**src/hw/rtl/csm_pkg.sv**
```systemverilog
// ----------------------------------------------------------------------------
// csm_pkg
// shared constants and types for the collinear segment merge block
// ----------------------------------------------------------------------------
package csm_pkg;

  localparam int COORD_BITS = 12;

  localparam int CFG_AW = 8;
  localparam int CFG_DW = 16;

  localparam int COS_W  = 16;
  localparam int DIST_W = 12;
  localparam int LEN_W  = 8;
  localparam int Q_BITS = 15;

  localparam logic [COS_W-1:0]  MIN_COS_RST  = COS_W'(31457);
  localparam logic [DIST_W-1:0] MAX_LINE_RST = DIST_W'(30);
  localparam logic [DIST_W-1:0] MAX_GAP_RST  = DIST_W'(60);
  localparam logic [LEN_W-1:0]  MIN_LEN_RST  = LEN_W'(1);

  typedef enum logic [CFG_AW-1:0] {
    REG_MIN_COS    = CFG_AW'(0),
    REG_MAX_LINE   = CFG_AW'(1),
    REG_MAX_GAP    = CFG_AW'(2),
    REG_MIN_LENGTH = CFG_AW'(3)
  } cfg_reg_e;

  // squared thresholds as the datapath uses them
  typedef struct packed {
    logic [2*COS_W-1:0]  cos2;
    logic [2*DIST_W-1:0] line2;
    logic [2*DIST_W-1:0] gap2;
    logic [2*LEN_W-1:0]  len2;
  } cfg_t;

endpackage

```
**src/hw/rtl/csm_cfg.sv**
```systemverilog
// ----------------------------------------------------------------------------
// csm_cfg
// configuration registers and their registered squares
// ----------------------------------------------------------------------------
module csm_cfg
  import csm_pkg::*;
(
  input  logic              clk_i,
  input  logic              rst_ni,
  input  logic              cfg_valid_i,
  input  logic [CFG_AW-1:0] cfg_addr_i,
  input  logic [CFG_DW-1:0] cfg_data_i,
  output cfg_t              cfg_o
);

  logic [COS_W-1:0]  min_cos_q;
  logic [DIST_W-1:0] max_line_q;
  logic [DIST_W-1:0] max_gap_q;
  logic [LEN_W-1:0]  min_len_q;
  cfg_t              sq_q;

  always_ff @(posedge clk_i or negedge rst_ni) begin
    if (!rst_ni) begin
      min_cos_q  <= MIN_COS_RST;
      max_line_q <= MAX_LINE_RST;
      max_gap_q  <= MAX_GAP_RST;
      min_len_q  <= MIN_LEN_RST;
      sq_q.cos2  <= (2*COS_W)'(MIN_COS_RST) * (2*COS_W)'(MIN_COS_RST);
      sq_q.line2 <= (2*DIST_W)'(MAX_LINE_RST) * (2*DIST_W)'(MAX_LINE_RST);
      sq_q.gap2  <= (2*DIST_W)'(MAX_GAP_RST) * (2*DIST_W)'(MAX_GAP_RST);
      sq_q.len2  <= (2*LEN_W)'(MIN_LEN_RST) * (2*LEN_W)'(MIN_LEN_RST);
    end else begin
      if (cfg_valid_i) begin
        unique case (cfg_addr_i)
          REG_MIN_COS:    min_cos_q  <= cfg_data_i[COS_W-1:0];
          REG_MAX_LINE:   max_line_q <= cfg_data_i[DIST_W-1:0];
          REG_MAX_GAP:    max_gap_q  <= cfg_data_i[DIST_W-1:0];
          REG_MIN_LENGTH: min_len_q  <= cfg_data_i[LEN_W-1:0];
          default:        ;
        endcase
      end
      sq_q.cos2  <= (2*COS_W)'(min_cos_q) * (2*COS_W)'(min_cos_q);
      sq_q.line2 <= (2*DIST_W)'(max_line_q) * (2*DIST_W)'(max_line_q);
      sq_q.gap2  <= (2*DIST_W)'(max_gap_q) * (2*DIST_W)'(max_gap_q);
      sq_q.len2  <= (2*LEN_W)'(min_len_q) * (2*LEN_W)'(min_len_q);
    end
  end

  assign cfg_o = sq_q;

endmodule

```
**config.mk**
```make
export PLATFORM = sky130hd
export DESIGN_NAME = csm_cfg
export DESIGN_NICKNAME = d
export VERILOG_FILES = /design/src/hw/rtl/csm_pkg.sv /design/src/hw/rtl/csm_cfg.sv
export SDC_FILE = /design/constraint.sdc
export NUM_CORES = 1
export LEC_CHECK = 0
export BUFFER_PORTS_ARGS = -buffer_cell sky130_fd_sc_hd__buf_2
export CORE_ASPECT_RATIO = 0.7
export CORE_MARGIN = 2
export CORE_UTILIZATION = 50
export CTS_CLUSTER_DIAMETER = 80
export CTS_CLUSTER_SIZE = 16
export DETAILED_ROUTE_END_ITERATION = 6
export HOLD_SLACK_MARGIN = 0.03
export PLACE_DENSITY_LB_ADDON = 0.1
export SLEW_MARGIN = 0
export SYNTH_ARGS = -nofsm -noshare
export SYNTH_HDL_FRONTEND = slang
export SYNTH_SLANG_ARGS = --single-unit
export TNS_END_PERCENT = 20
```
**constraint.sdc**
```tcl
create_clock -name clk_i -period 8 [get_ports clk_i]
set_input_delay 0.4 -clock clk_i [delete_from_list [all_inputs] [get_ports clk_i]]
set_output_delay 0.4 -clock clk_i [all_outputs]
set_load 0.03 [all_outputs]
```
==> results.ini <==
[timing]
finalMaxSlewViolations = 0
skew_ns = 0.0113
finalCritPeriodShare_pct = 84.1
setup_tns_ns = 0
hold_violations = 0
worst_pin_slew_ns = 0.824
rsz0062_at_grt = false
fmax_ghz = 0.149
slew_headroom_pct = 45.1
min_period_ns = 6.73
setup_viol_count_final = 0

[placed_design]
port_buffers = 118
place_congestion = 0.956
hpwlAfterDp_mm = 38.3
place_area_mm2 = 0.0219

[global_routing]
grt_pass1_wl_mm = 79.7
grt_overflow = 0
grt_max_degree = 78
antenna_found_initial = 1
grt_pass1_vias = 15200
grt_usage_pct = 23.2

[clock_network]
cts.reportedPaths.clkPinSlew_ns = 0.07
h-tree-depth = 4
cts_buffer_depth = 2
cts_tree = yes
cts_resized = 0
clockRootBuffer = clkbuf_16
cts_buffers = 17
numClockSinks = 140
worstSkewPairLatency_ns = 0.47

[job]
cap_violations = 0

[route]
drt_iter0_drc = 774
wirelength_mm = 46.9
detail-route-antenna-nets = 0
drcViolationCount = 0
avgRoutedWirePerCell_um = 16.8
vias = 14200
avgViaCountPerCell = 5.11
first_pass_iters = 5

[floorplan]
die_y_um = 175
num_rows = 62
ios = 123
initial_utilization_pct = 50.9
fp.dieW_um = 248
core_region_area_mm2 = 0.0411
die_area_mm2 = 0.0435

[yosys]
synth.yosys.seq_area_share_pct = 17.0
synthAdderAreaFrac_pct = 47.4
async_flop_share_pct = 100
synth_top_family_by_area = adder cells
synth-seq-cells = 140
synth-compound-area-share_pct = 7.24
synth_area_leader_cell = fa_1
yosysMostFrequentCell = inv_1
syn_area_mm2 = 0.0209
netlist_instances = 2153
synth_common_cells = inv_1 (511), fa_1 (343), ha_1 (244), nand2_1 (181), and2_1 (129)
synthSimpleGateAreaFrac_pct = 11.5
synthFlopType = dfrtp_1
syn_area_per_cell_um2 = 9.72
synth_xor_area_share_pct = 4.14
synth_edf_count = 0
synth_top_area_share_pct = 32.8
ys_warn_count = 0
synth_cell_types = 77
synthTopCellsByArea = fa_1 (33%), ha_1 (15%), dfrtp_1 (11%)
muxShareOfSynthArea_pct = 2.10

[cells_and_area]
antennaDiodeCount = 0
layout-drive-gt1-share_pct = 11.7
stdcell_area_mm2 = 0.0225
syn2layout_area_growth_pct = 7.75
utilization_pct = 54.8
nets = 2844

[critical_path]
worst_ep_arrival_time_ns = 7.12
cp.required_ns = 8.39
endpoint_kind = flip-flop
start_kind = flip-flop
worstSetupPathType = reg -> reg
crit_fanout = 14

[status]
outcome = completed

[min_path]
min_path_type = in -> reg

-- stage by stage --
stage	hold slack [ns]	setup slack (ns)	cells
2_1_floorplan	0.104	2.07	2158
3_3_place_gp	0.447	1.52	2754
3_5_place_dp	0.448	1.50	2754
4_1_cts	0.138	1.44	2787
5_1_grt	0.156	0.915	2787
6_report	0.161	1.27	2787
-- sequential cells by signal, summed over array words and instances (netlist names) --
register and cells:
max_line_q 12, min_cos_q 16, max_gap_q 12, min_len_q 8
cfg_o 92
-- worst paths after layout --
check | start | end | slack, ns | depth (start not counted)
setup / recovery | min_cos_q[13]$_DFFE_PN1P_ | cfg_o[93]$_DFF_PN1_ | 1.27 | 20
hold / removal | cfg_data_i[15] | min_cos_q[15]$_DFFE_PN0P_ | 0.16 | 2
setup reg to reg | min_cos_q[13]$_DFFE_PN1P_ | cfg_o[93]$_DFF_PN1_ | 1.27 | 20
hold reg to reg | min_len_q[0]$_DFFE_PN1P_ | cfg_o[0]$_DFF_PN1_ | 0.46 | 0
max in group asynchronous | rst_ni | max_gap_q[10]$_DFFE_PN0P_ | 6.12 | 3
min in group asynchronous | rst_ni | cfg_o[5]$_DFF_PN0_ | 0.55 | 2
-- critical path, cell delays in order (launching register included) --
cell and delay (ns):
dfstp_2 0.72, inv_1 0.25, nor2_1 0.24, ha_1 0.29
xor2_1 0.20, fa_1 0.55, inv_1 0.06, fa_1 0.48
fa_1 0.45, fa_1 0.52, inv_1 0.05, fa_1 0.52
inv_1 0.05, ha_1 0.39, a21oi_1 0.37, o21ai_0 0.29
a2111oi_0 0.50, a21oi_1 0.20, o22ai_2 0.24, o21ai_0 0.13
a21oi_1 0.14
-- cell usage in the layout (no fill, tap or decap), drive strengths merged, types with 4 or more instances in the layout --
cell type	instances
xor2	29
nand2b	12
conb	6
clkbuf	18
and3	9
nor2	69
fa	343
mux2	39
o211ai	8
inv	519
a211oi	7
a31oi	6
and2	129
o21bai	9
ha	244
nand2	181
o31ai	4
a21o	38
o21ai	49
o21a	5
a31o	6
dfrtp	95
xnor2	70
nand4	7
dfstp	45
or2	7
nand3	13
buf	120
nor2b	20
a21oi	69
nor3	14
-- cell families after synthesis --
| kind of cell | count (synthesis) |
|---|---|
| adder cells (fa/ha/maj) | 587 |
| buffers and inverters | 579 |
| AND/OR/NAND/NOR | 480 |
| AO/OA/AOI/OAI | 228 |
| flip-flops | 140 |
| XOR/XNOR | 99 |
| multiplexers | 39 |
| other | 1 |
-- cell type report --
class | count | area, um2
flip-flops and latches | 140 | 3560
fillers | 3723 | 18600
multi-input cells | 1439 | 15200
clock inverters | 14 | 149
inverters | 511 | 1920
clock buffers | 18 | 439
repair buffers | 121 | 622
well taps | 544 | 681
-- timing repair --
action / 4_1_cts / 5_1_grt
hold buffers: 1 / 0
endpoints found under the hold margin: 33 / 0
buffers inserted: 0 / 0
endpoints found under the setup margin: 0 / 0
-- metal layers --
metal / GRT usage, % / part of all wire (%) / vias to the layer above / wire length, um
li1: - / - / 6742 / -
met4: 6.19 / 2.1 / 0 / 987
met5: 0 / 0 / - / 0
met1: 34.1 / 49 / 7141 / 22800
met3: 4.08 / 4.8 / 48 / 2250
met2: 35.5 / 44 / 303 / 20800
Power is left out: the tool's default activity adds up to more than one toggle a clock period on the data nets, which glitch-free logic cannot reach.
